===== src/hdl/euler_to_quaternion_assert.svh =====
// assertion macros for the euler to quaternion block
// no dependencies; included by the top level
`ifndef EULER_TO_QUATERNION_ASSERT_SVH
`define EULER_TO_QUATERNION_ASSERT_SVH
`ifndef ASSERT_OFF
`define E2Q_ASSERT(label, clk, rstn, prop) \
    label: assert property (@(posedge clk) disable iff (!rstn) prop) \
        else $error("e2q property violated");
`define E2Q_NEVER(label, clk, rstn, cond) \
    label: assert property (@(posedge clk) disable iff (!rstn) !(cond)) \
        else $error("e2q forbidden condition");
`else
`define E2Q_ASSERT(label, clk, rstn, prop)
`define E2Q_NEVER(label, clk, rstn, cond)
`endif
`endif


===== src/hdl/e2q_pkg.sv =====
// shared constants, types and the arctangent table for the euler to quaternion block
// no dependencies
package e2q_pkg;

    localparam int ANGLE_WIDTH_DEF     = 16;
    localparam int QUAT_WIDTH_DEF      = 16;
    localparam int TRIG_ITERATIONS_DEF = 16;

    localparam int FRAC_SHIFT = 17;
    localparam int CORDIC_W   = 33;
    localparam int TRIG_W     = 23;
    localparam int COMP_W     = 25;
    localparam int SUM_W      = 48;
    localparam int ROOT_W     = 24;
    localparam int LANES      = 4;

    localparam longint PI_Q30      = 64'sd3373259426;
    localparam longint HALF_PI_Q30 = 64'sd1686629713;
    localparam longint ONE_Q30     = 64'sd1073741824;

    localparam logic [31:0] ATAN_TAB [32] = '{
        32'd843314856, 32'd497837829, 32'd263043836, 32'd133525158,
        32'd67021686, 32'd33543515, 32'd16775850, 32'd8388437,
        32'd4194282, 32'd2097149, 32'd1048575, 32'd524287,
        32'd262143, 32'd131071, 32'd65535, 32'd32767,
        32'd16383, 32'd8191, 32'd4095, 32'd2047,
        32'd1023, 32'd511, 32'd255, 32'd127,
        32'd63, 32'd31, 32'd15, 32'd7,
        32'd3, 32'd1, 32'd0, 32'd0
    };

    typedef logic signed [CORDIC_W-1:0] cordic_t;
    typedef logic signed [TRIG_W-1:0]   trig_t;
    typedef logic signed [COMP_W-1:0]   comp_t;
    typedef logic [SUM_W-1:0]           sum_t;

endpackage


===== src/hdl/e2q_div_cell.sv =====
// one quotient bit of the restoring divide by the quaternion length, four lanes
// depends on e2q_pkg
module e2q_div_cell #(
    parameter int NUM_W = 39,
    parameter int QB    = 15,
    parameter int SHIFT = 0
) (
    input  logic                                    aclk,
    input  logic                                    en,
    input  logic [e2q_pkg::ROOT_W-1:0]              len_in,
    input  logic                                    zero_in,
    input  logic [e2q_pkg::LANES-1:0]               neg_in,
    input  logic [e2q_pkg::LANES-1:0][NUM_W-1:0]    rem_in,
    input  logic [e2q_pkg::LANES-1:0][QB-1:0]       quo_in,
    output logic [e2q_pkg::ROOT_W-1:0]              len_reg,
    output logic                                    zero_reg,
    output logic [e2q_pkg::LANES-1:0]               neg_reg,
    output logic [e2q_pkg::LANES-1:0][NUM_W-1:0]    rem_reg,
    output logic [e2q_pkg::LANES-1:0][QB-1:0]       quo_reg
);
    import e2q_pkg::*;

    logic [NUM_W-1:0]                divisor;
    logic [LANES-1:0]                take;
    logic [LANES-1:0][NUM_W-1:0]     rem_next;
    logic [LANES-1:0][QB-1:0]        quo_next;

    always_comb begin
        divisor = NUM_W'(len_in) << SHIFT;
        for (int l = 0; l < LANES; l++) begin
            take[l]     = (rem_in[l] >= divisor);
            rem_next[l] = take[l] ? (rem_in[l] - divisor) : rem_in[l];
            quo_next[l] = {quo_in[l][QB-2:0], take[l]};
        end
    end

    always_ff @(posedge aclk) begin
        if (en) begin
            len_reg  <= len_in;
            zero_reg <= zero_in;
            neg_reg  <= neg_in;
            rem_reg  <= rem_next;
            quo_reg  <= quo_next;
        end
    end

endmodule


===== config.mk =====
export PLATFORM = sky130hd
export DESIGN_NAME = e2q_div_cell
export DESIGN_NICKNAME = d
export VERILOG_FILES = /design/src/hdl/euler_to_quaternion_assert.svh /design/src/hdl/e2q_pkg.sv /design/src/hdl/e2q_div_cell.sv
export SDC_FILE = /design/constraint.sdc
export NUM_CORES = 1
export LEC_CHECK = 0
export BUFFER_PORTS_ARGS = -buffer_cell sky130_fd_sc_hd__buf_2
export CORE_ASPECT_RATIO = 0.6
export CORE_UTILIZATION = 30
export CTS_BUF_LIST = sky130_fd_sc_hd__clkbuf_8
export DETAILED_ROUTE_END_ITERATION = 12
export PLACE_DENSITY = 0.56
export RECOVER_POWER = 50
export SYNTH_ARGS = -nofsm -noshare
export SYNTH_HDL_FRONTEND = slang
export SYNTH_SLANG_ARGS = --single-unit
export TNS_END_PERCENT = 1

===== constraint.sdc =====
create_clock -name aclk -period 8.7 [get_ports aclk]
set_input_delay 0.435 -clock aclk [delete_from_list [all_inputs] [get_ports aclk]]
set_output_delay 0.435 -clock aclk [all_outputs]
set_load 0.1 [all_outputs]

==> flow_metrics.py, run 1 <==
metrics = {
    "run_status": {
        "status": "finished with violations",
        "violations": "capacitance limit, slew limit",
    },
    "critical_path": {
        "endpoint_kind": "flop",
        "crit_chain": "clkbuf_1 > buf_12",
        "critPathTopFamily": "buffers and inverters",
        "crit_fanout": 124,
        "crit_arrival_ps": 5850,
        "crit_type": "input port to flop",
        "cp_num_buf_inv": 2,
        "cp-start-kind": "input port",
        "cp_slowest_stage_delay_ps": 4800,
        "critPathRequiredTime_ps": 8880,
        "slowest_stage": "clkbuf_1",
    },
    "detailed_routing": {
        "viasPerCell": 5.03,
        "wl_um": 54100,
        "num_vias": 13800,
        "routedWlPerCell_um": 19.8,
        "first_pass_iters": 7,
        "drtAntennaViolNets": 0,
        "drt_iter0_markers": 966,
        "drc": 0,
    },
    "layout": {
        "layout.cells.non_filler": 2738,
        "largest_reg_flops": 156,
        "final_nets": 2369,
        "final_area_um2": 19700,
        "drive_gt1_share_pct": 25.3,
        "area_growth_pct": 29.5,
    },
    "sta": {
        "hold_viol": 0,
        "layout_setup_ws_ps": 3030,
        "worst_pin_slew_ps": 7030,
        "min_period_ps": 5670,
        "maxSlewHeadroom_pct": -368,
        "grt_setup_unrepaired": "false",
        "tns_ps": 0,
        "drv_slew": 123,
        "fin_crit_sh_pct": 65.2,
        "setup_violations": 0,
        "fmax_mhz": 176,
    },
    "clock_network": {
        "cts.sinks": 245,
        "clockRootBuffer": "clkbuf_8",
        "clk_pin_slew_ps": 60,
        "htree_levels": 2,
        "cts_setup_buffers": 0,
        "cts_tree": "yes",
        "cts_buffers": 42,
        "clk_path_buf_depth": 3,
    },
    "grt": {
        "busiest_layer": "met2",
        "met2_usage_pct": 31.8,
        "grt_pass1_wl_um": 78600,
        "grt.met1_usage_pct": 27.5,
        "antenna_found_initial": 11,
        "gr-usage-met3_pct": 4.85,
        "grt_overflow": 0,
        "grt_start_max_net_pins": 125,
        "first_global_vias": 13000,
        "grt.total_usage_pct": 20.0,
    },
    "floorplan": {
        "dieArea_um2": 51700,
        "placementRows": 63,
        "start_util_pct": 30.6,
        "ioPinCount": 492,
        "coreArea_um2": 49700,
        "die-width_um": 293,
        "die_y_um": 176,
    },
    "worst_hold_path": {
        "hp-start": "len_in[15]",
        "min_path_cells": 1,
        "min_to": "len_reg[15]",
        "hp-class": "input port to flop",
    },
    "run": {
        "maxCapViolCount": 1,
    },
    "pwr": {
        "swShare_pct": 45.9,
        "p_leak_uw": 0.00798,
        "comb_power_share_pct": 41.5,
        "vdd_drop_max_v": 0.000110,
        "seqPwrFrac_pct": 35.3,
        "switching_power_uw": 1970,
        "clock_power_share_pct": 23.2,
        "p_int_uw": 2320,
        "power_density_nw_per_um2": 217,
    },
    "synthesis": {
        "synth_seq_cells": 245,
        "syn_nets": 1819,
        "async_flop_share_pct": 0,
        "yosys_warnings": 0,
        "synth.avg_cell_area_um2": 10.3,
        "yosysSeqAreaShare_pct": 48.3,
        "synthCells": 1472,
        "syn_area_um2": 15200,
        "synth.distinct_cells": 76,
        "synth_top_flop_cell": "edfxtp_1",
        "synth_enable_flop_cells": 245,
    },
    "placed_design": {
        "place.gp.congestion": 0.894,
        "dp_cells": 2593,
        "dpl_cell_area_um2": 18400,
        "pre_cts_ws_ps": 4090,
        "dp_hpwl_um": 41500,
        "io_buffer_count": 487,
    },
}
[worst max-delay path by stage]
stage / start / to / slack [ps] / cells past startpoint
finish: en / quo_reg[17] / 3030 / 2
global route: en / quo_reg[17] / 2500 / 2
detailed placement: len_in[1] / rem_reg[99] / 4090 / 12
CTS: len_in[2] / rem_reg[99] / 4360 / 13
global placement: len_in[1] / rem_reg[99] / 4140 / 12
floorplan: len_in[1] / rem_reg[38] / 5430 / 10
[through the flow]
stage | hold WS (ps) | power [uW] | util, %
finish | 54.8 | 4280 | 39.6
global route | 11.7 | 4470 | 39.6
CTS | 1.76 | 4340 | 39.8
detailed placement | 613 | 3280 | 36.9
global placement | 612 | 3280 | 36.9
floorplan | 534 | 2900 | -
[routing by layer]
layer / vias up / part of all wire, % / routed length [um]
met5: - / 0.050 / 27
met4: 4 / 2.1 / 1150
met3: 73 / 7.6 / 4120
met2: 491 / 45 / 24500
met1: 6564 / 45 / 24300
li1: 6646 / - / -
[Yosys cell counts (all sizes together), types with 11 or more instances]
cell type	n	area, um^2
edfxtp	245	7360
a21oi	115	576
xnor2	73	639
nor3	32	165
nand2	158	593
inv	55	206
o21ai	120	612
o21a	11	82.6
clkbuf	49	185
nor4	27	169
or4	11	86.3
or2	11	71.3
a211oi	13	97.6
nand2b	12	75.1
xor2	69	604
nand3	36	180
nand4	31	194
a31oi	15	93.8
and3	13	81.3
nor2	92	353
ha	96	1200
a21o	41	308
o21bai	13	97.6
nor2b	13	81.3
[layout by cell type, fill, tap and decap left out, types with 36 or more instances in the layout]
cell type      synthesis  layout
a21o_1                41      41
a21oi_1              115     115
buf_2                  2     431
clkbuf_1              48      55
clkbuf_8               0      43
dlygate4sd3_1          0      67
edfxtp_1             245     245
ha_1                  96      96
inv_1                 55      62
nand2_1              158     158
nand3_1               36      36
nor2_1                91      91
o21ai_0              112     112
xnor2_1               73      73
xor2_1                69      69
[logic make-up after synthesis]
| logic type | Yosys count | synth area share (%) |
|---|---|---|
| XOR/XNOR | 142 | 8.17 |
| AO/OA/AOI/OAI | 394 | 16.2 |
| AND/OR/NAND/NOR | 475 | 15.5 |
| flip-flops | 245 | 48.3 |
| adder cells (fa/ha/maj) | 100 | 8.42 |
| multiplexers | 6 | 0.436 |
| buffers and inverters | 110 | 2.93 |
[cell type report]
cell class | count | area, um^2
flip-flops and latches | 245 | 7360
inverters | 55 | 206
fillers | 5032 | 30000
diodes | 4 | 10.0
repair buffers | 561 | 3100
clock inverters | 31 | 170
clock buffers | 43 | 592
multi-input cells | 1117 | 7420
well taps | 682 | 853
[power groups by stage]
stage | Sequential (uW) | Clock (uW) | Combinational, uW
2_1_floorplan | 2500 | 0 | 405
6_report | 1510 | 995 | 1780
4_1_cts | 1510 | 1050 | 1780
5_1_grt | 1530 | 1090 | 1860
3_5_place_dp | 1530 | 0 | 1750
3_3_place_gp | 1530 | 0 | 1750
[what timing repair did]
item                                   4_1_cts  5_1_grt
resized for setup                            0        0
hold buffers                                67        0
endpoints found under the hold margin       67        0
Power figures use the tool's default switching activity.
==> run 2, diff against run 1 <==
--- a/config.mk
+++ b/config.mk
@@ -5,6 +5,7 @@
 export SDC_FILE = /design/constraint.sdc
 export NUM_CORES = 1
 export LEC_CHECK = 0
+export ABC_AREA = 1
 export BUFFER_PORTS_ARGS = -buffer_cell sky130_fd_sc_hd__buf_2
 export CORE_ASPECT_RATIO = 0.6
 export CORE_UTILIZATION = 30
==> constraint.sdc (replaced) <==
create_clock -name aclk -period 4.7 [get_ports aclk]
set_input_delay 0.235 -clock aclk [delete_from_list [all_inputs] [get_ports aclk]]
set_output_delay 0.235 -clock aclk [all_outputs]
set_load 0.1 [all_outputs]
==> run 2 against run 1 <==
  * The run still ends with capacitance limit, slew limit left
  * First-iteration DRC count rose by 42%
  * Non-clock buffer count rose by 167
  * Sequential power rose by 85%
  * Via count rose by 42%
  * Largest cell class unchanged
==> flow_metrics.py, run 2 <==
metrics = {
    "synthesis": {
        "async_flop_share_pct": 0,
        "synth_xor_area_share_pct": 4.06,
        "yosysMostFrequentCell": "nand2_1",
        "synthTopCellsByArea": "edfxtp_1 (39%), nand2_1 (22%), inv_1 (9.4%)",
        "syn_nets": 3025,
        "yosysSeqAreaShare_pct": 39.2,
        "synth_area_leader_cell": "edfxtp_1",
        "synth_top_flop_cell": "edfxtp_1",
        "synthCells": 2678,
        "synth.distinct_cells": 37,
        "synth_top_family_by_area": "simple AND/OR/NAND/NOR gates",
        "syn_area_um2": 18800,
        "yosys_warnings": 0,
        "synthAdderAreaFrac_pct": 6.83,
        "yosys-top-cells-count": "nand2_1 (1111), inv_1 (470), edfxtp_1 (245)",
        "synth_enable_flop_cells": 245,
        "synth-simple-area-share_pct": 34.4,
        "synth_top_area_share_pct": 39.2,
        "synth.mux.area_fraction_pct": 0,
        "synth_seq_cells": 245,
        "synth.avg_cell_area_um2": 7.01,
        "synth-compound-area-share_pct": 4.65,
    },
    "critical_path": {
        "cp_num_buf_inv": 4,
        "critPathRequiredTime_ps": 5070,
        "endpoint_kind": "flop",
        "crit_type": "input port to flop",
        "crit_fanout": 41,
        "crit_path_frequent_cell": "nand2_1",
        "cp-start-kind": "input port",
        "crit_chain": "dlygate4sd3_1 > clkbuf_1 > inv_1 > ha_1 > nand2_1 > nor2_1 > nand2_1 > nor2_1 > nand2_1 > nand3_2 > nand2_2 > nand2_4 > inv_2 > nand2_1 > nand2_1",
        "crit_arrival_ps": 3780,
        "critPathTopFamily": "buffers and inverters",
        "slowest_stage": "dlygate4sd3_1",
        "cp_slowest_stage_delay_ps": 520,
    },
    "grt": {
        "grt_start_max_net_pins": 96,
        "grt_overflow": 0,
        "antenna_found_initial": 14,
        "grt.total_usage_pct": 22.7,
        "grt_pass1_wl_um": 109000,
        "first_global_vias": 18400,
    },
    "layout": {
        "final_nets": 3769,
        "drive_gt1_share_pct": 15.5,
        "largest_reg_flops": 156,
        "final_common_cell": "nand2_1",
        "most-common-layout-cells": "nand2_1 (1111), inv_1 (482), buf_2 (430), edfxtp_1 (245), dlygate4sd3_1 (235)",
        "fin_util_pct": 40.8,
        "fillCellCount": 6560,
        "area_growth_pct": 33.6,
    },
    "clock_network": {
        "cts_setup_buffers": 0,
        "cts_tree": "yes",
        "htree_levels": 2,
        "cts_buffers": 40,
        "cts.sinks": 245,
        "cts_resized": 0,
        "clk_path_buf_depth": 3,
        "clk_pin_slew_ps": 70,
        "clockRootBuffer": "clkbuf_8",
    },
    "worst_hold_path": {
        "min_to": "rem_reg[104]",
        "hp-start": "rem_in[104]",
        "hp-class": "input port to flop",
        "min_path_cells": 5,
    },
    "pwr": {
        "power_density_nw_per_um2": 336,
        "p_leak_uw": 0.0128,
        "vdd_drop_max_v": 0.000233,
    },
    "detailed_routing": {
        "wl_um": 74000,
        "num_vias": 19500,
        "routedWlPerCell_um": 17.3,
        "drtAntennaViolNets": 0,
        "drc": 0,
        "viasPerCell": 4.56,
        "first_pass_iters": 6,
        "drt_iter0_markers": 1367,
    },
    "run_status": {
        "status": "finished with violations",
        "violations": "capacitance limit, slew limit",
    },
    "floorplan": {
        "dieArea_um2": 63600,
        "coreArea_um2": 61400,
        "die-width_um": 325,
        "die_y_um": 196,
        "placementRows": 70,
        "ioPinCount": 492,
        "start_util_pct": 30.6,
    },
    "sta": {
        "drv_slew": 147,
        "tns_ps": 0,
        "worst_pin_slew_ps": 2960,
        "grt_setup_unrepaired": "false",
        "maxSlewHeadroom_pct": -97.6,
        "min_period_ps": 3420,
        "fmax_mhz": 293,
        "fin_crit_sh_pct": 72.7,
        "setup_violations": 0,
        "hold_viol": 0,
    },
    "placed_design": {
        "place.gp.congestion": 0.953,
        "io_buffer_count": 487,
        "dp_hpwl_um": 58300,
    },
    "run": {
        "maxCapViolCount": 2,
    },
}
[run 2: cell count changes after synthesis, sizes merged, moves of 40 or more]
cell    before   now
nor2        92   241
nand3       36   136
inv         55   474
nand2      158  1127
clkbuf      49     0
xnor2       73    16
a21o        41     1
o21ai      120    41
[run 2: worst max path at each step]
stage / from / end / slack [ps] / cells past startpoint
floorplan: len_in[1] / rem_reg[110] / 2710 / 14
global placement: len_in[22] / rem_reg[76] / 1180 / 12
detailed placement: len_in[22] / rem_reg[76] / 1210 / 12
CTS: len_in[20] / rem_reg[126] / 1440 / 15
global route: len_in[7] / rem_reg[126] / 1080 / 15
finish: len_in[7] / rem_reg[126] / 1280 / 15
[run 2: worst min-delay path, stage by stage]
cell and delay, ps:
buf_2 110, nand2_1 50, nand2_1 60, nand2_1 50
inv_1 50
[run 2: metrics by stage]
stage	setup slack (ps)	power (uW)	hold slack (ps)	std cells	cell area, um^2
2_1_floorplan	2710	5570	334	2678	18800
3_3_place_gp	1180	6410	411	3973	22100
3_5_place_dp	1210	6410	413	3973	22100
4_1_cts	1440	8490	2.22	4278	25200
5_1_grt	1080	8810	71.3	4280	25100
6_report	1280	8420	65.2	4280	25100
[run 2: cell type report]
class / instances / area (um^2) / area share, %
antenna: 2 / 5.00 / 0.0200
tap: 828 / 1040 / 4.13
sequential: 245 / 7360 / 29.4
inverter: 474 / 1780 / 7.11
timing repair buffer: 728 / 4760 / 19.0
clock inverter: 30 / 190 / 0.759
multi-input combinational: 1933 / 9380 / 37.4
clock buffer: 40 / 551 / 2.20
[run 2: kinds of logic after synthesis]
| logic type | after synthesis |
|---|---|
| AO/OA/AOI/OAI | 156 |
| buffers and inverters | 500 |
| XOR/XNOR | 87 |
| AND/OR/NAND/NOR | 1590 |
| flip-flops | 245 |
| adder cells (fa/ha/maj) | 100 |
[run 2: power by group]
part	total, uW	switching (uW)	internal [uW]
clock network	1880	965	910
logic	3750	2990	760
registers	2790	66.6	2730
[run 2: timing repair]
item,4_1_cts,5_1_grt
hold buffers,235,0
endpoints found under the hold margin,235,0
endpoints found under the setup margin,0,0
[run 2: per-layer routing]
layer  share of wire [%]  vias to the layer above  GRT usage, %
met4                 1.5                        6          4.56
met1                  49                     8857          33.5
met2                  41                      704          32.7
li1                    -                     9877             -
met5               0.046                        -             0
met3                 8.9                       65          6.16
