<file path="src/hdl/euler_to_quaternion_assert.svh">
// assertion macros for the euler to quaternion block
// no dependencies; included by the top level
`ifndef EULER_TO_QUATERNION_ASSERT_SVH
`define EULER_TO_QUATERNION_ASSERT_SVH
`ifndef ASSERT_OFF
`define E2Q_ASSERT(label, clk, rstn, prop) \
    label: assert property (@(posedge clk) disable iff (!rstn) prop) \
        else $error("e2q property violated");
`define E2Q_NEVER(label, clk, rstn, cond) \
    label: assert property (@(posedge clk) disable iff (!rstn) !(cond)) \
        else $error("e2q forbidden condition");
`else
`define E2Q_ASSERT(label, clk, rstn, prop)
`define E2Q_NEVER(label, clk, rstn, cond)
`endif
`endif

</file>
<file path="src/hdl/e2q_pkg.sv">
// shared constants, types and the arctangent table for the euler to quaternion block
// no dependencies
package e2q_pkg;

    localparam int ANGLE_WIDTH_DEF     = 16;
    localparam int QUAT_WIDTH_DEF      = 16;
    localparam int TRIG_ITERATIONS_DEF = 16;

    localparam int FRAC_SHIFT = 17;
    localparam int CORDIC_W   = 33;
    localparam int TRIG_W     = 23;
    localparam int COMP_W     = 25;
    localparam int SUM_W      = 48;
    localparam int ROOT_W     = 24;
    localparam int LANES      = 4;

    localparam longint PI_Q30      = 64'sd3373259426;
    localparam longint HALF_PI_Q30 = 64'sd1686629713;
    localparam longint ONE_Q30     = 64'sd1073741824;

    localparam logic [31:0] ATAN_TAB [32] = '{
        32'd843314856, 32'd497837829, 32'd263043836, 32'd133525158,
        32'd67021686, 32'd33543515, 32'd16775850, 32'd8388437,
        32'd4194282, 32'd2097149, 32'd1048575, 32'd524287,
        32'd262143, 32'd131071, 32'd65535, 32'd32767,
        32'd16383, 32'd8191, 32'd4095, 32'd2047,
        32'd1023, 32'd511, 32'd255, 32'd127,
        32'd63, 32'd31, 32'd15, 32'd7,
        32'd3, 32'd1, 32'd0, 32'd0
    };

    typedef logic signed [CORDIC_W-1:0] cordic_t;
    typedef logic signed [TRIG_W-1:0]   trig_t;
    typedef logic signed [COMP_W-1:0]   comp_t;
    typedef logic [SUM_W-1:0]           sum_t;

endpackage

</file>
<file path="src/hdl/e2q_cordic_cell.sv">
// one rotation-mode cordic micro-rotation
// depends on e2q_pkg
module e2q_cordic_cell #(
    parameter int ITER = 0
) (
    input  logic             aclk,
    input  logic             en,
    input  e2q_pkg::cordic_t x_in,
    input  e2q_pkg::cordic_t y_in,
    input  e2q_pkg::cordic_t z_in,
    input  logic             odd_in,
    output e2q_pkg::cordic_t x_reg,
    output e2q_pkg::cordic_t y_reg,
    output e2q_pkg::cordic_t z_reg,
    output logic             odd_reg
);
    import e2q_pkg::*;

    localparam cordic_t ANGLE = cordic_t'(ATAN_TAB[ITER]);

    cordic_t dx, dy, x_next, y_next, z_next;

    always_comb begin
        dx = y_in >>> ITER;
        dy = x_in >>> ITER;
        if (!z_in[CORDIC_W-1]) begin
            x_next = x_in - dx;
            y_next = y_in + dy;
            z_next = z_in - ANGLE;
        end else begin
            x_next = x_in + dx;
            y_next = y_in - dy;
            z_next = z_in + ANGLE;
        end
    end

    always_ff @(posedge aclk) begin
        if (en) begin
            x_reg   <= x_next;
            y_reg   <= y_next;
            z_reg   <= z_next;
            odd_reg <= odd_in;
        end
    end

endmodule

</file>
<file path="config.mk">
export PLATFORM = sky130hd
export DESIGN_NAME = e2q_cordic_cell
export DESIGN_NICKNAME = d
export VERILOG_FILES = /design/src/hdl/euler_to_quaternion_assert.svh /design/src/hdl/e2q_pkg.sv /design/src/hdl/e2q_cordic_cell.sv
export SDC_FILE = /design/constraint.sdc
export NUM_CORES = 1
export LEC_CHECK = 0
export BUFFER_PORTS_ARGS = -buffer_cell sky130_fd_sc_hd__buf_2
export CORE_MARGIN = 3
export CORE_UTILIZATION = 40
export CTS_BUF_LIST = sky130_fd_sc_hd__clkbuf_4
export DETAILED_ROUTE_END_ITERATION = 16
export PLACE_DENSITY = 0.61
export SETUP_SLACK_MARGIN = 0.15
export SYNTH_ARGS = -nofsm -noshare
export SYNTH_HDL_FRONTEND = slang
export SYNTH_SLANG_ARGS = --single-unit
</file>
<file path="constraint.sdc">
create_clock -name aclk -period 5.65 [get_ports aclk]
set_clock_uncertainty 0.15 [all_clocks]
set_input_delay 1.13 -clock aclk [delete_from_list [all_inputs] [get_ports aclk]]
set_output_delay 1.13 -clock aclk [all_outputs]
set_load 0.03 [all_outputs]
</file>
==> results.yml, run 1 <==
critical_path:
  cp.arrival_ps: 4260
  critPathMostFrequentCell: "nand2_1"
  end_kind: "flip-flop"
  critPathLaunchType: "input port"
  crit_required_ps: 5740
  max_stage_delay_ps: 740
  crit_type: "input port to flip-flop"
  crit_chain: "buf_2, inv_1, ha_1, fa_1, nor2b_1, a221oi_1, o211ai_1, nand2_1, o311ai_0, nand2_1, nor4_1, nor4b_2"
  cp_max_fo: 4
  worst_path_max_delay_cell: "o311ai_0"
routing:
  ant_nets: 0
  wire_per_inst_um: 19.0
  first_pass_iters: 5
  drc_errors: 0
  drt-total-wl_um: 32000
  viasPerCell: 5.71
  vias: 9633
  drt_iter0_markers: 958
synthesis:
  syn_avg_cell_area_um2: 8.69
  syn_nets: 1420
  synth_async_sr_flop_share: 0
  synth_area_um2: 10300
  syn_inst: 1182
  synth-edff-count: 99
  synth_cell_type_count: 78
  yosys_most_used_dff: "edfxtp_1"
  ys_ff_latch: 99
  yosysSeqAreaShare: 0.289
  yosysWarnings: 0
sta:
  fmax_ghz: 0.239
  worst_slack_ps: 1470
  hold_viol: 0
  setup_viol: 0
  setup_tns_ps: 0
  grt_setup_unrepaired: "no"
  worstMarginPinSlew_ps: 802
  period_needed_ps: 4180
  report.final.slew_viol_count: 0
  slew-limit-headroom: 0.458
  final.period_utilization: 0.739
placement:
  place_ws_ps: 1050
  placed_cell_area_um2: 11500
  dp_hpwl_um: 25500
  place_congestion: 0.963
  portBuffers: 201
pwr:
  vdd_ir_drop_max_uv: 102
  p_leak_uw: 0.00532
  power_density_nw_per_um2: 229
cts:
  h-tree-depth: 3
  numCtsBuffers: 9
  cts.hold.buffers_added: 0
  cts.path.max_buffers: 2
  post-cts-setup-buffers: 0
  cts_tree: "built"
  clk_pin_slew_ps: 160
  root_buffer: "clkbuf_4"
  ctsResizeCount: 0
  clock-sinks: 99
grt:
  grt_pass1_wl_um: 49900
  grt_max_degree: 61
  antenna_found_initial: 1
  globalRoute.totalOverflow: 0
  grt_usage: 0.222
  grt_pass1_vias: 9091
floorplanning:
  fp.dieH_um: 166
  row_count: 58
  design.core.area_um2: 25200
  die-area_um2: 27600
  fp.dieW_um: 166
  ios: 202
  start_util: 0.408
finish:
  nNetsFinal: 1588
  fin_area_um2: 11700
  area_delta_synth_final_pct: 13.5
  final_core_util: 0.463
  drive_gt1_frac: 0.179
  fillers: 2455
status:
  status: "completed"
min_path:
  hold_path_class: "input port to flip-flop"
run:
  maxCapViolations: 0
==> metrics by stage <==
stage	std cells	total power, uW	hold WS, ps
after global routing	1686	2820	613
after detailed placement	1669	2290	1170
final	1686	2670	677
after global placement	1669	2290	1160
after CTS	1685	2680	618
after floorplan	1182	1900	1080
==> path summary, 6_finish.rpt <==
kind | start | end | cells after the start
max | x_in[0] | x_reg[26] | 12
min | z_in[2] | z_reg[2] | 1
==> layout make-up <==
type                       count  area [um^2]  area share
sequential                    99         2970       0.255
inverter                     107          402      0.0344
clock buffer                   9         67.6     0.00580
antenna                        1         2.50    0.000215
tap                          330          413      0.0354
clock inverter                 7         58.8     0.00504
multi-input combinational    928         6700       0.575
timing repair buffer         205         1040      0.0891
==> cell usage in the layout, fill, tap and decap left out, types with 12 or more instances in the layout <==
| cell type | synthesis | routed |
|---|---|---|
| nand2b_1 | 15 | 15 |
| ha_1 | 132 | 132 |
| nor2b_1 | 18 | 18 |
| a211oi_1 | 14 | 14 |
| edfxtp_1 | 99 | 99 |
| nor4_1 | 12 | 12 |
| a31oi_1 | 13 | 13 |
| inv_1 | 103 | 103 |
| a21o_1 | 49 | 49 |
| o21bai_1 | 13 | 13 |
| o21ai_0 | 72 | 72 |
| o211ai_1 | 16 | 16 |
| mux2i_1 | 15 | 15 |
| xor2_1 | 16 | 16 |
| xnor2_1 | 65 | 65 |
| buf_2 | 8 | 200 |
| a21oi_1 | 112 | 112 |
| nor2_1 | 92 | 92 |
| nand2_1 | 60 | 60 |
| nand3_1 | 19 | 19 |
| nor3_1 | 24 | 24 |
| or3_1 | 12 | 12 |
==> layer usage <==
layer / part of all wire / wire length [um] / up-vias / GRT usage
met5: 0 / 0 / - / 0
met4: 0.021 / 674 / 0 / 0.0577
met3: 0.063 / 2020 / 39 / 0.0378
met2: 0.45 / 14300 / 364 / 0.350
met1: 0.47 / 15100 / 4599 / 0.318
li1: - / - / 4631 / -
==> where the power goes <==
group	internal, uW	switching (uW)	total [uW]
Clock	97.8	278	375
Sequential	970	36.7	1010
Combinational	425	861	1290
Total	1490	1180	2670
==> kinds of logic after synthesis <==
logic type | after synthesis | share of synthesized area
muxes | 16 | 0.0157
DFF | 99 | 0.289
xor gates and xnor gates | 81 | 0.0690
AOI/OAI and AO/OA | 385 | 0.247
adders and majority gates | 136 | 0.169
buffers and inverters | 155 | 0.0583
and+or+nand+nor | 310 | 0.152
==> cells in the mapped netlist, drive strengths merged (15+ instances only) <==
| library cell | count | area share |
|---|---|---|
| ha | 132 | 0.16 |
| a21oi | 112 | 0.055 |
| inv | 104 | 0.038 |
| edfxtp | 99 | 0.29 |
| nor2 | 92 | 0.034 |
| o21ai | 74 | 0.036 |
| xnor2 | 65 | 0.055 |
| nand2 | 60 | 0.022 |
| a21o | 49 | 0.036 |
| clkbuf | 29 | 0.011 |
| nor3 | 25 | 0.013 |
| buf | 19 | 0.0086 |
| nand3 | 19 | 0.0093 |
| nor2b | 18 | 0.011 |
| o211ai | 17 | 0.013 |
| xor2 | 16 | 0.014 |
| a211oi | 15 | 0.011 |
| mux2i | 15 | 0.015 |
| nand2b | 15 | 0.0091 |
==> worst max-delay path: cells and delay by family <==
kind | cells | cell delay, ps
AOI/OAI and AO/OA | 3 | 1370
and+or+nand+nor | 5 | 1000
adders and majority gates | 2 | 620
buffers and inverters | 2 | 140
Power figures use the tool's default switching activity.
==> run 2, diff against run 1 <==
--- a/config.mk
+++ b/config.mk
@@ -10,7 +10,7 @@
 export CORE_UTILIZATION = 40
 export CTS_BUF_LIST = sky130_fd_sc_hd__clkbuf_4
 export DETAILED_ROUTE_END_ITERATION = 16
-export PLACE_DENSITY = 0.61
+export PLACE_DENSITY = 0.63
 export SETUP_SLACK_MARGIN = 0.15
 export SYNTH_ARGS = -nofsm -noshare
 export SYNTH_HDL_FRONTEND = slang
==> constraint.sdc (replaced) <==
create_clock -name aclk -period 3.4 [get_ports aclk]
set_clock_uncertainty 0.15 [all_clocks]
set_input_delay 0.68 -clock aclk [delete_from_list [all_inputs] [get_ports aclk]]
set_output_delay 0.68 -clock aclk [all_outputs]
set_load 0.03 [all_outputs]
==> results.yml, run 2 (synthesized netlist as in run 1, its figures left out) <==
status:
  status: "completed"
placement:
  dp.cells: 1890
  portBuffers: 201
  placed_cell_area_um2: 13300
  place_congestion: 0.976
  dp_hpwl_um: 28500
grt:
  grt_pass1_vias: 10400
  grt_usage: 0.242
  globalRoute.totalOverflow: 0
  grt_max_degree: 49
  grt_pass1_wl_um: 54300
  antenna_found_initial: 3
critical_path:
  critPathLaunchType: "input port"
  max_stage_delay_ps: 520
  cp_num_buf_inv: 4
  crit_end: "x_reg[24]"
  cp.depth: 12
  critPathMostFrequentCell: "buf_4"
  crit_type: "input port to flip-flop"
  cp.arrival_ps: 3290
  cp-startpoint: "x_in[11]"
  worst_path_max_delay_cell: "or4_4"
  end_kind: "flip-flop"
  critical_path.top_delay_family: "simple AND/OR/NAND/NOR gates"
  crit_required_ps: 3510
  cp_max_fo: 4
  crit_chain: "buf_2, inv_1, ha_4, or4_4, or3_1, o211ai_1, nor3_2, buf_4, o41ai_1, buf_4, mux2i_1, xnor2_1"
routing:
  dr.max_layer_used: "met4"
  wl_met3_um: 2530
  ant_nets: 0
  wire_per_inst_um: 18.1
  wl_met2_um: 15700
  drt-total-wl_um: 34600
  wl_met1_um: 15400
  vias: 10600
  drt_iter0_markers: 954
  first_pass_iters: 6
  drc_errors: 0
  viasPerCell: 5.54
sta:
  setup_viol: 0
  worstMarginPinSlew_ps: 777
  final.period_utilization: 0.934
  hold_viol: 0
  grt_setup_unrepaired: "yes"
  worst_hold_slack_ps: 229
  period_needed_ps: 3180
  slew-limit-headroom: 0.477
  report.final.slew_viol_count: 0
  fmax_ghz: 0.315
  setup_tns_ps: 0
finish:
  drive_gt1_frac: 0.303
  nNetsFinal: 1809
  area_delta_synth_final_pct: 31.3
  fillers: 2373
  final_common_cell: "buf_4"
  fin_area_um2: 13500
  most-common-layout-cells: "226 x buf_4, 199 x buf_2, 129 x ha_1"
  stdcell_count: 1909
run:
  maxCapViolations: 0
cts:
  cts_tree: "built"
  cts.path.max_buffers: 2
  root_buffer: "clkbuf_4"
  clock-sinks: 99
  h-tree-depth: 3
  numCtsBuffers: 9
  clk_pin_slew_ps: 180
floorplanning:
  ios: 202
  fp.dieW_um: 166
  start_util: 0.408
  die-area_um2: 27600
  design.core.area_um2: 25200
  fp.dieH_um: 166
  row_count: 58
pwr:
  p_leak_uw: 0.00642
  total_power_uw: 4910
  vdd_ir_drop_max_uv: 191
  power_density_nw_per_um2: 364
min_path:
  hold_path_class: "input port to flip-flop"
## run 2: cell count changes in the layout (fill, tap and decap cells not counted), moves of 3 or more
cell / delta
buf_4: +221
a221oi_1: -3
ha_4: +3
a221oi_2: +3
ha_1: -3
## run 2: per-stage QoR
step                worst slack (ps)   util
floorplan                      -76.4      -
global placement                -267  0.527
detailed placement              -337  0.527
CTS                              173  0.534
global route                     105  0.536
finish                           225  0.536
## run 2: cell type report
cell class                      instances  area [um^2]  share of cell area
Timing Repair Buffer                  426         2710               0.201
Tap cell                              330          413              0.0306
Clock inverter                          6         87.6             0.00649
Multi-Input combinational cell        928         6810               0.505
Clock buffer                           10         75.1             0.00556
Inverter                              107          414              0.0307
Antenna cell                            3         7.51            0.000556
Sequential cell                        99         2970               0.220
## run 2: power by group
group	switching (uW)	internal, uW	total (uW)
Clock	442	307	749
Combinational	1520	972	2490
Sequential	63.1	1610	1670
## run 2: repair_timing
| action | in CTS | in global routing |
|---|---|---|
| gates resized for setup | 0 | 9 |
| hold buffers | 0 | 0 |
| setup endpoints to repair | 0 | 8 |
| hold endpoints to repair | 0 | 0 |
| setup buffers | 0 | 0 |
## run 2: metal layers
layer | global-route usage | vias to the layer above
li1 | - | 5097
met1 | 0.332 | 4982
met2 | 0.393 | 428
met3 | 0.0395 | 65
met4 | 0.0735 | 0
met5 | 0 | -
## run 2: how the worst min path moves through the flow
stage / startpoint / end / slack, ps / depth (start not counted)
after floorplan: odd_in / odd_reg / 630 / 0
after global placement: z_in[1] / z_reg[1] / 710 / 1
after detailed placement: z_in[1] / z_reg[1] / 720 / 1
after CTS: z_in[1] / z_reg[1] / 190 / 1
after global routing: odd_in / odd_reg / 180 / 1
final: odd_in / odd_reg / 230 / 1
==> run 3, diff against run 2 <==
--- a/config.mk
+++ b/config.mk
@@ -5,12 +5,13 @@
 export SDC_FILE = /design/constraint.sdc
 export NUM_CORES = 1
 export LEC_CHECK = 0
-export BUFFER_PORTS_ARGS = -buffer_cell sky130_fd_sc_hd__buf_2
+export BUFFER_PORTS_ARGS = -buffer_cell sky130_fd_sc_hd__buf_4
 export CORE_MARGIN = 3
 export CORE_UTILIZATION = 40
 export CTS_BUF_LIST = sky130_fd_sc_hd__clkbuf_4
 export DETAILED_ROUTE_END_ITERATION = 16
 export PLACE_DENSITY = 0.63
+export RECOVER_POWER = 50
 export SETUP_SLACK_MARGIN = 0.15
 export SYNTH_ARGS = -nofsm -noshare
 export SYNTH_HDL_FRONTEND = slang
==> results.yml, run 3 (synthesized netlist as in run 1, its figures left out) <==
status:
  status: "complete, but fails checks"
  violations: "capacitance limit, slew limit"
grt:
  grt_pass1_vias: 10600
  globalRoute.totalOverflow: 0
  antenna_found_initial: 1
  grt_pass1_wl_um: 55700
  grt_max_degree: 80
  grt_usage: 0.246
critical_path:
  crit_required_ps: 3560
  end_kind: "flip-flop"
  critPathLaunchType: "input port"
  crit_type: "input port to flip-flop"
  cp_max_fo: 4
  cp.arrival_ps: 3400
cts:
  cts.path.max_buffers: 2
  cts_tree: "built"
  clock-sinks: 99
  numCtsBuffers: 9
  cts.hold.buffers_added: 0
  clk_pin_slew_ps: 160
  ctsResizeCount: 0
  post-cts-setup-buffers: 0
  h-tree-depth: 3
  root_buffer: "clkbuf_4"
pwr:
  combPwrFrac: 0.529
  swShare: 0.413
  total_power_uw: 4870
  vdd_ir_drop_max_uv: 211
  p_leak_uw: 0.00653
  pwr-share-seq: 0.346
  p_int_uw: 2850
  switching_power_uw: 2010
  power_density_nw_per_um2: 350
  clock_power_share: 0.125
sta:
  fmax_ghz: 0.310
  worstMarginPinSlew_ps: 1790
  period_needed_ps: 3230
  hold_viol: 0
  report.final.slew_viol_count: 113
  slew-limit-headroom: -0.196
  setup_viol: 0
  grt_setup_unrepaired: "yes"
  worst_hold_slack_ps: 246
  final.period_utilization: 0.950
floorplanning:
  start_util: 0.408
  fp.dieH_um: 166
  design.core.area_um2: 25200
  fp.dieW_um: 166
  die-area_um2: 27600
  row_count: 58
  ios: 202
routing:
  drt_iter0_markers: 905
  wire_per_inst_um: 18.1
  drt-total-wl_um: 34800
  ant_nets: 0
  vias: 10600
  drc_errors: 0
  viasPerCell: 5.50
  first_pass_iters: 6
run:
  maxCapViolations: 2
placement:
  portBuffers: 201
  place_congestion: 0.980
  dp_hpwl_um: 28900
finish:
  final_common_cell: "buf_4"
  most-common-layout-cells: "397 x buf_4, 129 x ha_1, 112 x a21oi_1"
  nNetsFinal: 1827
  fillers: 2450
  drive_gt1_frac: 0.287
  area_delta_synth_final_pct: 35.4
min_path:
  hold_path_class: "input port to flip-flop"
run 3: metal layers:
metal / vias up / GRT usage / share of wire
met5: - / 0 / 0
met4: 0 / 0.0502 / 0.016
met3: 42 / 0.0364 / 0.065
met2: 398 / 0.409 / 0.46
met1: 5012 / 0.343 / 0.46
li1: 5127 / - / -
run 3: final timing paths:
kind	start	endpoint	slack [ps]	cells past startpoint
hold / removal	z_in[1]	z_reg[1]	250	1
setup / recovery	x_in[17]	x_reg[26]	170	13
run 3: through the flow:
stage                     instance area (um^2)  setup TNS [ps]  worst slack [ps]   util  cells
after floorplan                          10400            -108             -76.4      -   1182
after detailed placement                 13900           -6420              -343  0.552   1908
after CTS                                14000               0               177  0.557   1924
after global routing                     13900               0              72.3  0.553   1925
final                                    13900               0               169  0.553   1925
after global placement                   13900           -5540              -323  0.552   1908
run 3: layout make-up:
| type | instances | area [um^2] | share of cell area |
|---|---|---|---|
| clock inverters | 4 | 33.8 | 0.00243 |
| clock buffers | 12 | 90.1 | 0.00647 |
| repair buffers | 444 | 3180 | 0.229 |
| diodes | 1 | 2.50 | 0.000180 |
| flip-flops and latches | 99 | 2970 | 0.214 |
| multi-input cells | 928 | 6810 | 0.489 |
| well taps | 330 | 413 | 0.0297 |
| inverters | 107 | 414 | 0.0298 |
run 3: worst max-delay path: stages:
cell      delay, ps
buf_4            90
inv_1            40
ha_1            290
or3_1           480
or3_4           400
o211ai_1        220
nor3_2           90
buf_4           160
o31ai_4         200
buf_4           150
nand2_1          50
and3_1          280
nor4b_2         250
run 3: power groups by stage:
stage,Combinational (uW),Clock [uW],Sequential (uW)
2_1_floorplan,1080,0,2100
3_3_place_gp,2580,0,1710
3_5_place_dp,2600,0,1720
4_1_cts,2610,636,1690
5_1_grt,2770,683,1710
6_report,2570,608,1680
