===== src/hdl/euler_to_quaternion_assert.svh =====
// assertion macros for the euler to quaternion block
// no dependencies; included by the top level
`ifndef EULER_TO_QUATERNION_ASSERT_SVH
`define EULER_TO_QUATERNION_ASSERT_SVH
`ifndef ASSERT_OFF
`define E2Q_ASSERT(label, clk, rstn, prop) \
    label: assert property (@(posedge clk) disable iff (!rstn) prop) \
        else $error("e2q property violated");
`define E2Q_NEVER(label, clk, rstn, cond) \
    label: assert property (@(posedge clk) disable iff (!rstn) !(cond)) \
        else $error("e2q forbidden condition");
`else
`define E2Q_ASSERT(label, clk, rstn, prop)
`define E2Q_NEVER(label, clk, rstn, cond)
`endif
`endif


===== src/hdl/e2q_pkg.sv =====
// shared constants, types and the arctangent table for the euler to quaternion block
// no dependencies
package e2q_pkg;

    localparam int ANGLE_WIDTH_DEF     = 16;
    localparam int QUAT_WIDTH_DEF      = 16;
    localparam int TRIG_ITERATIONS_DEF = 16;

    localparam int FRAC_SHIFT = 17;
    localparam int CORDIC_W   = 33;
    localparam int TRIG_W     = 23;
    localparam int COMP_W     = 25;
    localparam int SUM_W      = 48;
    localparam int ROOT_W     = 24;
    localparam int LANES      = 4;

    localparam longint PI_Q30      = 64'sd3373259426;
    localparam longint HALF_PI_Q30 = 64'sd1686629713;
    localparam longint ONE_Q30     = 64'sd1073741824;

    localparam logic [31:0] ATAN_TAB [32] = '{
        32'd843314856, 32'd497837829, 32'd263043836, 32'd133525158,
        32'd67021686, 32'd33543515, 32'd16775850, 32'd8388437,
        32'd4194282, 32'd2097149, 32'd1048575, 32'd524287,
        32'd262143, 32'd131071, 32'd65535, 32'd32767,
        32'd16383, 32'd8191, 32'd4095, 32'd2047,
        32'd1023, 32'd511, 32'd255, 32'd127,
        32'd63, 32'd31, 32'd15, 32'd7,
        32'd3, 32'd1, 32'd0, 32'd0
    };

    typedef logic signed [CORDIC_W-1:0] cordic_t;
    typedef logic signed [TRIG_W-1:0]   trig_t;
    typedef logic signed [COMP_W-1:0]   comp_t;
    typedef logic [SUM_W-1:0]           sum_t;

endpackage


===== src/hdl/e2q_reduce_cell.sv =====
// one restoring step of the half-angle reduction modulo pi
// depends on e2q_pkg
module e2q_reduce_cell #(
    parameter int RED_W = 39,
    parameter int SHIFT = 0
) (
    input  logic                    aclk,
    input  logic                    en,
    input  logic signed [RED_W-1:0] r_in,
    output logic signed [RED_W-1:0] r_reg,
    output logic                    odd_reg
);
    import e2q_pkg::*;

    localparam logic signed [RED_W-1:0] STEP   = RED_W'(PI_Q30) <<< SHIFT;
    localparam logic signed [RED_W-1:0] THRESH = STEP - RED_W'(HALF_PI_Q30);

    logic                    take;
    logic signed [RED_W-1:0] r_next;

    always_comb begin
        take   = (r_in >= THRESH);
        r_next = take ? (r_in - STEP) : r_in;
    end

    always_ff @(posedge aclk) begin
        if (en) begin
            r_reg   <= r_next;
            odd_reg <= take;
        end
    end

endmodule


===== config.mk =====
export PLATFORM = sky130hd
export DESIGN_NAME = e2q_reduce_cell
export DESIGN_NICKNAME = d
export VERILOG_FILES = /design/src/hdl/euler_to_quaternion_assert.svh /design/src/hdl/e2q_pkg.sv /design/src/hdl/e2q_reduce_cell.sv
export SDC_FILE = /design/constraint.sdc
export NUM_CORES = 1
export LEC_CHECK = 0
export ABC_AREA = 1
export BUFFER_PORTS_ARGS = -buffer_cell sky130_fd_sc_hd__buf_2
export CAP_MARGIN = 5
export CELL_PAD_IN_SITES_DETAIL_PLACEMENT = 0
export CELL_PAD_IN_SITES_GLOBAL_PLACEMENT = 2
export CORE_ASPECT_RATIO = 0.5
export CORE_MARGIN = 8
export CORE_UTILIZATION = 29
export CTS_BUF_LIST = sky130_fd_sc_hd__clkbuf_8 sky130_fd_sc_hd__clkbuf_16
export DETAILED_ROUTE_END_ITERATION = 7
export GPL_TIMING_DRIVEN = 1
export PLACE_DENSITY_LB_ADDON = 0.1
export REMOVE_ABC_BUFFERS = 1
export SYNTH_ARGS = -nofsm -noshare
export SYNTH_HDL_FRONTEND = slang
export SYNTH_SLANG_ARGS = --single-unit

===== constraint.sdc =====
create_clock -name aclk -period 2.2 [get_ports aclk]
set_input_delay 0.33 -clock aclk [delete_from_list [all_inputs] [get_ports aclk]]
set_output_delay 0.33 -clock aclk [all_outputs]
set_load 0.05 [all_outputs]

==> out/qor_table.md, run 1 <==
| Metric | Reported |
|:---|:---|
| Netlist cell types | 33 |
| Final hold violations | 0 |
| Switching part of the total | 37.04% |
| Pin count of the biggest net entering global routing | 26 |
| Share of the synthesized area in compound gates (AO/OA/AOI/OAI) | 3.620% |
| Initial antenna violation count | 0 |
| Number of nets in the final layout | 716 |
| Most frequent CP cell | nand2_1 |
| Worst hold path class | input port to register |
| CTS tree | yes |
| Antenna cell count | 0 |
| Cell Int Power | 1.678 mW |
| Fraction of final layout cells sized beyond drive strength 1 | 21.36% |
| Share of total power in combinational logic | 31.3% |
| P_sw | 987.4 uW |
| Fraction of the mapped netlist area in adder cells | 0.6766% |
| TritonCTS buffer count | 5 |
| Post-detailed-route wirelength per cell | 17.22 um |
| # setup viols final | 0 |
| Area share of and/or/nand/nor cells after synthesis | 48.78% |
| Syn Inst Count | 578 |
| Min-Delay Startpoint | r_in[0] |
| Number of flip-flops in the largest register | 39 |
| Yosys warning total | 0 |
| Hold-fix buffers at CTS | 0 |
| Vias per std cell | 4.736 |
| Drt drc | 0 |
| Maximum vdd drop | 0.2525 mV |
| Layout Cells excl Fill | 844 |
| Family of cells with the greatest summed delay on the critical path | simple AND/OR/NAND/NOR gates |
| Post-Synth XOR/XNOR Area | 4.499% |
| Sequential fraction of the synthesis area | 32.48% |
| Die area | 16840 um^2 |
| Row count | 29 |
| I/O Buffers | 80 |
| Global-route congestion overflow total | 0 |
| CP max stage delay | 310 ps |
| #FFs+latches synth | 40 |
| Io pins | 81 |
| Post-placement cell count | 836 |
| Vias in the first global route | 3860 |
| DP Area | 4429 um^2 |
| Starting utilization of the core area | 29.46% |
| Remaining antenna violation count | 0 |
| Number of max-capacitance violations reported | 0 |
| Arr. time, crit path | 2020 ps |
| DPL Wire Length | 11.95 mm |
| Area of all placed cells without fillers | 4593 um^2 |
| Crit path capture type | register |
| Sinks on Clock Net | 40 |
| RSZ-0062 raised after global routing | false |
| Power share of the clock group | 33.3% |
| Post-synthesis mux area share | 0% |
| Final slew viol count | 0 |
| Critical Path, Cell by Cell | buf_2 > nor2_1 > nand2_1 > nor2_1 > nand2_1 > nor2_1 > nand3_1 > nand4_1 > nand2_1 > nand2_1 > nand2_1 |
| Dominant combinational cell family by area after synthesis | simple AND/OR/NAND/NOR gates |
| First-pass GRT wire length | 22.49 mm |
| Die height | 95.86 um |
| Highest attainable clock frequency | 0.5082 GHz |
| Worst max-slew margin expressed relative to the limit | 61.52% |
| Worst Path Class, Setup | input port to register |
| Beginning of the critical path | r_in[23] |
| Run status | finished clean |
| Area of the core region | 12550 um^2 |
| Drt total wl | 14.54 mm |
| Leakage power summed over all cells | 2.257 nW |
| Die outline width | 175.7 um |
| First-iteration detailed-routing DRC count | 260 |
| Setup tns final | 0 ps |
| Post-synthesis instance area | 3699 um^2 |
| Power density normalized to cell area | 580.3 nW/um^2 |
| Buffer cell driving the clock tree root | clkbuf_16 |
| Critical path buffers and inverters | 1 |
| Depth of the CTS H-tree | 2 |
| Period utilization | 89.44% |
| First drt pass iteration count | 5 |
| Maximum net fanout on the critical path | 4 |
| RePlAce Congestion | 0.8728 |
| Post-cts repair resize count | 0 |
| Area growth from synthesis to layout | 24.19% |
| Bufs on Longest Clock Path | 2 |
| Worst-Margin Slew | 577.2 ps |
| Shortest clock period the worst path allows after layout | 1968 ps |
| Clock transition at the register clock pins on the worst setup and hold paths after CTS | 70 ps |
| Buffers inserted during post-CTS setup optimization | 0 |
| Average instance area after synthesis | 6.399 um^2 |
| Share of power burned in registers | 35.5% |
| Worst-path cell with the longest stage delay | nor2_1 |
| Worst EP required | 2260 ps |
| GRT Util Overall | 17.48% |
| Overall via count from detail_route | 3997 |
| Startpoint types | input port |
-- metrics by stage --
step           setup WS (ps)  hold slack [ps]  util (%)  power [mW]
3_5_place_dp           12.84            545.3     35.28       1.804
5_1_grt                92.03            238.4     36.59       2.795
3_3_place_gp           16.93            545.6     35.28       1.802
6_report               232.3            243.8     36.59       2.666
4_1_cts                318.2            235.3     36.59       2.697
2_1_floorplan          16.12            428.9         -       1.498
-- path summary, 6_finish.rpt --
kind	slack (ps)	cells past startpoint	to
hold / removal	240	1	r_reg[0]$_DFFE_PP_
setup / recovery	230	11	r_reg[37]$_DFFE_PP_
-- cells by family (layout without fill, tap and decap cells) --
group                    count (synthesis)  count (layout)
adder cells (fa/ha/maj)                  2               2
AO/OA/AOI/OAI                           25              25
AND/OR/NAND/NOR                        416             416
flip-flops                              40              40
buffers and inverters                   76             172
XOR/XNOR                                19              19
-- synthesized netlist by cell type (all sizes together) --
cell | instances | area (um^2)
nand4 | 12 | 81.33
clkinv | 3 | 12.51
nor2 | 67 | 266.5
xor2 | 18 | 157.7
nand2 | 247 | 967.2
ha | 2 | 25.02
o21bai | 1 | 7.510
a21oi | 13 | 65.06
o21ai | 7 | 35.03
nand3 | 76 | 407.9
a22oi | 1 | 7.510
xnor2 | 1 | 8.760
and2 | 1 | 6.260
a31oi | 3 | 18.77
edfxtp | 40 | 1201
buf | 17 | 145.1
nor3 | 13 | 75.07
inv | 56 | 210.2
-- placed cells by master (no fill, tap or decap), types with 2 or more instances in the layout --
master and instances:
nor2_2 3, o21ai_0 6, inv_1 51, a31oi_1 3, edfxtp_1 40, nor3_2 2
clkinv_2 2, clkinv_1 2, buf_2 80, ha_1 2, xor2_1 18, clkbuf_16 5
nand3_2 3, nand2_1 233, buf_12 6, inv_2 6, nor2_1 63, a21oi_1 13
nand4_1 11, nand3_1 72, nand2_2 13, buf_4 19, nor3_1 11
-- power groups by stage --
| stage | Combinational (mW) | Sequential (mW) | Clock (mW) |
|---|---|---|---|
| after floorplan | 0.267 | 1.23 | 0 |
| after global placement | 0.841 | 0.961 | 0 |
| after detailed placement | 0.840 | 0.963 | 0 |
| after CTS | 0.842 | 0.947 | 0.907 |
| after global routing | 0.907 | 0.953 | 0.935 |
| final | 0.833 | 0.946 | 0.886 |
-- routing by layer --
| metal | track usage (%) | routed length (um) | vias to the layer above |
|---|---|---|---|
| met3 | 4.033 | 945 | 10 |
| met1 | 25.52 | 7666 | 1816 |
| met2 | 26.12 | 5822 | 115 |
| met4 | 2.733 | 102 | 0 |
| met5 | 0 | 0 | - |
| li1 | - | - | 2056 |
-- area by class of cell --
type | instances | area [um^2]
multi-input cells | 462 | 2130
clock buffers | 5 | 125.1
fillers | 1396 | 7961
repair buffers | 105 | 663.1
flip-flops and latches | 40 | 1201
inverters | 59 | 222.7
clock inverters | 3 | 38.79
well taps | 170 | 212.7
No activity file was read; power rests on OpenSTA's default activity.
==> run 2: changes to the inputs <==
CELL_PAD_IN_SITES_DETAIL_PLACEMENT = 1   (was 0)
SETUP_SLACK_MARGIN = 0.3   (was unset)
==> run 2 against run 1 <==
Sequential share of layout area decreased by 0.42 points; highest routed layer unchanged; fmax grew 11%; cell area rose by 1.6%; largest power group unchanged; clock power shrank 15%.
==> out/qor_table.md, run 2 (synthesized netlist as in run 1, its figures left out) <==
| Metric | Reported | vs previous |
|:---|:---|:---|
| Area of all placed cells without fillers | 4668 um^2 | +1.6% |
| CTS tree | yes |  |
| # setup viols final | 0 | unchanged |
| First-pass GRT wire length | 23.97 mm | +6.6% |
| Depth of the CTS H-tree | 2 | unchanged |
| Most frequent cells in the layout | 229 x nand2_1, 80 x buf_2, 72 x nand3_1 |  |
| Commonest non-fill, non-tap cell in the layout | nand2_1 |  |
| Shortest clock period the worst path allows after layout | 1779 ps | -188.9 ps |
| GRT Util Overall | 18.44% | +0.97 points |
| Clock transition at the register clock pins on the worst setup and hold paths after CTS | 70 ps | about the same |
| P_sw | 992.7 uW | +0.54% |
| Starting utilization of the core area | 29.46% | unchanged |
| Number of nets in the final layout | 718 | +0.28% |
| Number of max-capacitance violations reported | 0 | unchanged |
| Switching part of the total | 38.76% | +1.7 points |
| Io pins | 81 | unchanged |
| Sinks on Clock Net | 40 | unchanged |
| Remaining antenna violation count | 0 | unchanged |
| Die outline width | 175.7 um | unchanged |
| Worst EP required | 2250 ps | about the same |
| Highest attainable clock frequency | 0.5622 GHz | +11% |
| TritonCTS buffer count | 5 | unchanged |
| Overall power of the completed layout | 2.561 mW | -3.9% |
| Hold EP | r_reg[0]$_DFFE_PP_ |  |
| RePlAce Congestion | 0.8728 | unchanged |
| Worst hold path class | input port to register |  |
| First-iteration detailed-routing DRC count | 223 | -14% |
| Vias in the first global route | 4214 | +9.2% |
| Worst max-slew margin expressed relative to the limit | 61.31% | -0.21 points |
| Global-route congestion overflow total | 0 | unchanged |
| Die area | 16840 um^2 | unchanged |
| I/O Buffers | 80 | unchanged |
| Antenna cell count | 0 | unchanged |
| Min-Delay Startpoint | r_in[0] |  |
| Row count | 29 | unchanged |
| Share of power burned in registers | 37.0% | +1.5 points |
| Final hold violations | 0 | unchanged |
| Worst path setup slack after routing | 421.1 ps | +188.9 ps |
| Power share of the clock group | 29.5% | -3.8 points |
| Hold-fix buffers at CTS | 0 | unchanged |
| Drt total wl | 15.53 mm | +6.8% |
| Post-detailed-route wirelength per cell | 18.38 um | +6.7% |
| Worst Path Class, Setup | input port to register |  |
| Startpoint types | input port |  |
| Cell Int Power | 1.568 mW | -6.5% |
| Bufs on Longest Clock Path | 2 | unchanged |
| Die height | 95.86 um | unchanged |
| Leakage power summed over all cells | 2.270 nW | +0.58% |
| Fraction of final layout cells sized beyond drive strength 1 | 23.41% | +2.0 points |
| Final slew viol count | 0 | unchanged |
| RSZ-0062 raised after global routing | false |  |
| Worst-Margin Slew | 580.4 ps | +3.205 ps |
| Area growth from synthesis to layout | 26.22% |  |
| First drt pass iteration count | 4 | -1 |
| Crit path capture type | register |  |
| Period utilization | 80.86% | -8.6 points |
| Number of instances on the worst hold path | 1 | unchanged |
| Maximum net fanout on the critical path | 11 | +7 |
| Buffer cell driving the clock tree root | clkbuf_16 |  |
| Area of the core region | 12550 um^2 | unchanged |
| DP Area | 4429 um^2 | unchanged |
| Post-placement cell count | 836 | unchanged |
| Layout Cells excl Fill | 845 | +0.12% |
| Pin count of the biggest net entering global routing | 26 | unchanged |
| Pre-CTS setup slack | -4.790 ps | -17.63 ps |
| Overall via count from detail_route | 4080 | +2.1% |
| Share of total power in combinational logic | 33.5% | +2.2 points |
| Minimum hold slack | 251.7 ps | +7.935 ps |
| Maximum vdd drop | 0.2084 mV | -17% |
| Initial antenna violation count | 0 | unchanged |
| Arr. time, crit path | 1830 ps | -190 ps |
| Run status | finished clean |  |
| Power density normalized to cell area | 548.6 nW/um^2 | -5.5% |
| Vias per std cell | 4.828 | +2.0% |
| DPL Wire Length | 12.61 mm | +5.5% |
| Drt drc | 0 | unchanged |
| Number of flip-flops in the largest register | 39 | unchanged |
run 2: changes by cell type in the layout (fill, tap and decap cells not counted), sizes merged:
| cell | before | now |
|---|---|---|
| buf | 105 | 106 |
| bufinv | 1 | 0 |
| clkbuf | 5 | 6 |
| clkinvlp | 0 | 1 |
| inv | 57 | 56 |
run 2: worst max-delay path by stage:
stage / start / endpoint / cells after the start
final: r_in[1] / r_reg[27]$_DFFE_PP_ / 13
after global routing: r_in[1] / r_reg[25]$_DFFE_PP_ / 13
after CTS: r_in[1] / r_reg[35]$_DFFE_PP_ / 14
after detailed placement: r_in[1] / r_reg[35]$_DFFE_PP_ / 14
after global placement: r_in[27] / r_reg[38]$_DFFE_PP_ / 13
after floorplan: r_in[34] / r_reg[21]$_DFFE_PP_ / 9
run 2: metal layers:
metal / vias up / GRT usage [%] / routed length (um)
met5: - / 0 / 0
met4: 0 / 2.523 / 57
met3: 5 / 3.876 / 852
met2: 91 / 28.83 / 6419
met1: 1932 / 26.35 / 8203
li1: 2052 / - / -
run 2: through the flow:
step	TNS, ps	util [%]
final	0	37.18
after CTS	0	36.38
after global placement	0	35.28
after detailed placement	-4.790	35.28
after floorplan	0	-
after global routing	0	37.18
run 2: power groups by stage:
stage | combinational, mW | sequential [mW] | clock (mW)
5_1_grt | 0.931 | 0.956 | 0.804
6_report | 0.858 | 0.947 | 0.757
3_3_place_gp | 0.841 | 0.961 | 0
4_1_cts | 0.850 | 0.949 | 0.785
3_5_place_dp | 0.848 | 0.965 | 0
2_1_floorplan | 0.267 | 1.23 | 0
run 2: area by class of cell:
type | instances | area [um^2]
Sequential cell | 40 | 1201
Fill cell | 1683 | 7886
Multi-Input combinational cell | 462 | 2191
Inverter | 59 | 222.7
Tap cell | 170 | 212.7
Clock buffer | 5 | 125.1
Timing Repair Buffer | 107 | 703.2
Clock inverter | 2 | 12.51
run 2: timing repair:
action | in CTS | in global routing
setup buffers | 0 | 1
endpoints found under the setup margin | 0 | 38
gates resized for setup | 0 | 18
hold endpoints to repair | 0 | 0
run 2: critical path, stage by stage:
cell and delay [ps]:
buf_2 110, inv_1 120, ha_2 250, nand3_1 90, nand2_1 60, nand2_1 80
nand3_1 140, nand3_2 110, nand2_4 120, nand2_4 100, clkbuf_16 200, nand2_1 70
nand2_1 50
==> run 3: changes to the inputs <==
clock period = 1.7 ns   (was 2.2 ns; I/O delays follow)
==> run 3 against run 2 <==
Clock-buffer cell count did not move; global-route usage rose by 1.7 points; first-iteration DRC count fell by 15%; critical path depth fell by 1; die area did not move; core utilization rose by 14 points; cell area rose by 38%; clock power rose by 30%; via count rose by 18%; sequential power rose by 29%; combinational power rose by 81%; worst hold slack got worse by 59 ps; highest routed layer unchanged.
==> out/qor_table.md, run 3 (synthesized netlist as in run 1, its figures left out) <==
| Metric | Reported | vs previous |
|:---|:---|:---|
| Most frequent CP cell | nand2_2 |  |
| Leakage power summed over all cells | 3.153 nW | +39% |
| Number of flip-flops in the largest register | 39 | unchanged |
| Vias in the first global route | 4818 | +14% |
| Worst hold path class | input port to register |  |
| Row count | 29 | unchanged |
| Antenna cell count | 0 | unchanged |
| Arr. time, crit path | 1660 ps | -170 ps |
| Global-route congestion overflow total | 0 | unchanged |
| Startpoint types | input port |  |
| Maximum vdd drop | 0.3089 mV | +48% |
| Initial antenna violation count | 0 | unchanged |
| RSZ-0062 raised after global routing | true |  |
| Depth of the CTS H-tree | 2 | unchanged |
| Met3 routed WL | 987 um | +16% |
| Post-route met1 wirelength | 8.785 mm | +7.1% |
| Final hold violations | 0 | unchanged |
| Clock transition at the register clock pins on the worst setup and hold paths after CTS | 70 ps | about the same |
| Die height | 95.86 um | unchanged |
| DPL Wire Length | 13.25 mm | +5.1% |
| Crit path capture type | register |  |
| Power density normalized to cell area | 584.1 nW/um^2 | +6.5% |
| Maximum net fanout on the critical path | 5 | -6 |
| Hold-fix buffers at CTS | 0 | unchanged |
| Die area | 16840 um^2 | unchanged |
| Shortest clock period the worst path allows after layout | 1609 ps |  |
| Die outline width | 175.7 um | unchanged |
| Worst-path cell with the longest stage delay | nand4_1 |  |
| Io pins | 81 | unchanged |
| First-iteration detailed-routing DRC count | 189 | -15% |
| Number of nets in the final layout | 857 | +19% |
| Area taken by flip-flops and latches | 1201 um^2 | unchanged |
| # setup viols final | 0 | unchanged |
| Final slew viol count | 0 | unchanged |
| Fraction of final layout cells sized beyond drive strength 1 | 51.29% | +28 points |
| First drt pass iteration count | 4 | unchanged |
| Period utilization | 94.64% |  |
| Remaining antenna violation count | 0 | unchanged |
| Post-detailed-route wirelength per cell | 18.42 um | +0.23% |
| Multi-input combinational cell area | 2708 um^2 | +24% |
| CP max stage delay | 240 ps | about the same |
| Worst path setup slack after routing | 91.14 ps | -330.0 ps |
| Critical Path, Cell by Cell | clkbuf_4 > inv_2 > buf_4 > nand2_2 > nor2_4 > nand3_2 > nand2_2 > nand4_1 > nand3_1 > nand2_2 > nand2_4 > nand2_1 |  |
| Met2 WL | 8.173 mm | +27% |
| Worst EP required | 1760 ps | -490 ps |
| Drt drc | 0 | unchanged |
| Layout Cells excl Fill | 985 | +17% |
| Starting utilization of the core area | 29.46% | unchanged |
| Worst-Margin Slew | 323.6 ps | -256.8 ps |
| Area of the core region | 12550 um^2 | unchanged |
| Highest attainable clock frequency | 0.6216 GHz |  |
| CTS tree | yes |  |
| Drt total wl | 18.15 mm | +17% |
| RePlAce Congestion | 0.8783 | +0.63% |
| Worst max-slew margin expressed relative to the limit | 78.26% | +17 points |
| DR top layer | met4 |  |
| Overall via count from detail_route | 4803 | +18% |
| Number of max-capacitance violations reported | 0 | unchanged |
| Sinks on Clock Net | 40 | unchanged |
| Pre-CTS setup slack | -390.7 ps | -385.9 ps |
| Worst Path Class, Setup | input port to register |  |
| Area growth from synthesis to layout | 73.88% |  |
| First-pass GRT wire length | 26.39 mm | +10% |
| Most frequent cells in the layout | 169 x nand2_1, 149 x buf_4, 72 x buf_2 |  |
| Post-placement cell count | 956 | +14% |
| Buffer cell driving the clock tree root | clkbuf_16 |  |
| GRT Util Overall | 20.13% | +1.7 points |
| Run status | finished clean |  |
| Bufs on Longest Clock Path | 2 | unchanged |
| Commonest non-fill, non-tap cell in the layout | nand2_1 |  |
| Pin count of the biggest net entering global routing | 41 | +58% |
| Filler Cell Count | 1609 | -4.4% |
| I/O Buffers | 80 | unchanged |
| Vias per std cell | 4.876 | +0.99% |
| TritonCTS buffer count | 5 | unchanged |
[run 3: path summary, 6_finish.rpt]
kind                 from                  end  slack [ps]  depth (start not counted)
setup / recovery  r_in[8]  r_reg[34]$_DFFE_PP_          90                         12
hold / removal    r_in[0]   r_reg[0]$_DFFE_PP_         190                          1
[run 3: per-stage QoR]
stage	cell area [um^2]	hold slack, ps	power [mW]	setup TNS, ps	util, %
2_1_floorplan	3553	353.9	1.939	-15560	-
3_3_place_gp	5330	476.2	2.514	-11400	42.46
3_5_place_dp	5330	482.4	2.539	-13530	42.46
4_1_cts	5837	186.6	3.637	0	46.49
5_1_grt	6431	182.0	3.949	0	51.23
6_report	6431	192.4	3.756	0	51.23
[run 3: what timing repair did]
item / 4_1_cts / 5_1_grt
setup endpoints to repair: 39 / 39
pin swaps: 5 / 37
resized for setup: 64 / 130
setup buffers: 6 / 6
gates cloned: 3 / 6
[run 3: power breakdown]
part / internal (mW) / switching (mW)
clock network: 0.543 / 0.440
registers: 1.20 / 0.0223
logic: 0.565 / 0.984
[run 3: routing by layer]
layer	vias up	track usage (%)
met4	0	3.644
met1	2343	27.38
met3	20	3.759
met2	104	33.37
met5	-	0
li1	2336	-
[run 3: worst max-delay path: cells and delay by family]
| family | cells | cell delay, ps |
|---|---|---|
| AND/OR/NAND/NOR | 9 | 1030 |
| buffers and inverters | 3 | 370 |
[run 3: cell type report]
class | count | share of cell area [%]
flip-flops and latches | 40 | 18.68
repair buffers | 246 | 29.94
inverters | 59 | 3.735
clock inverters | 3 | 0.2918
well taps | 170 | 3.307
multi-input cells | 462 | 42.10
clock buffers | 5 | 1.946
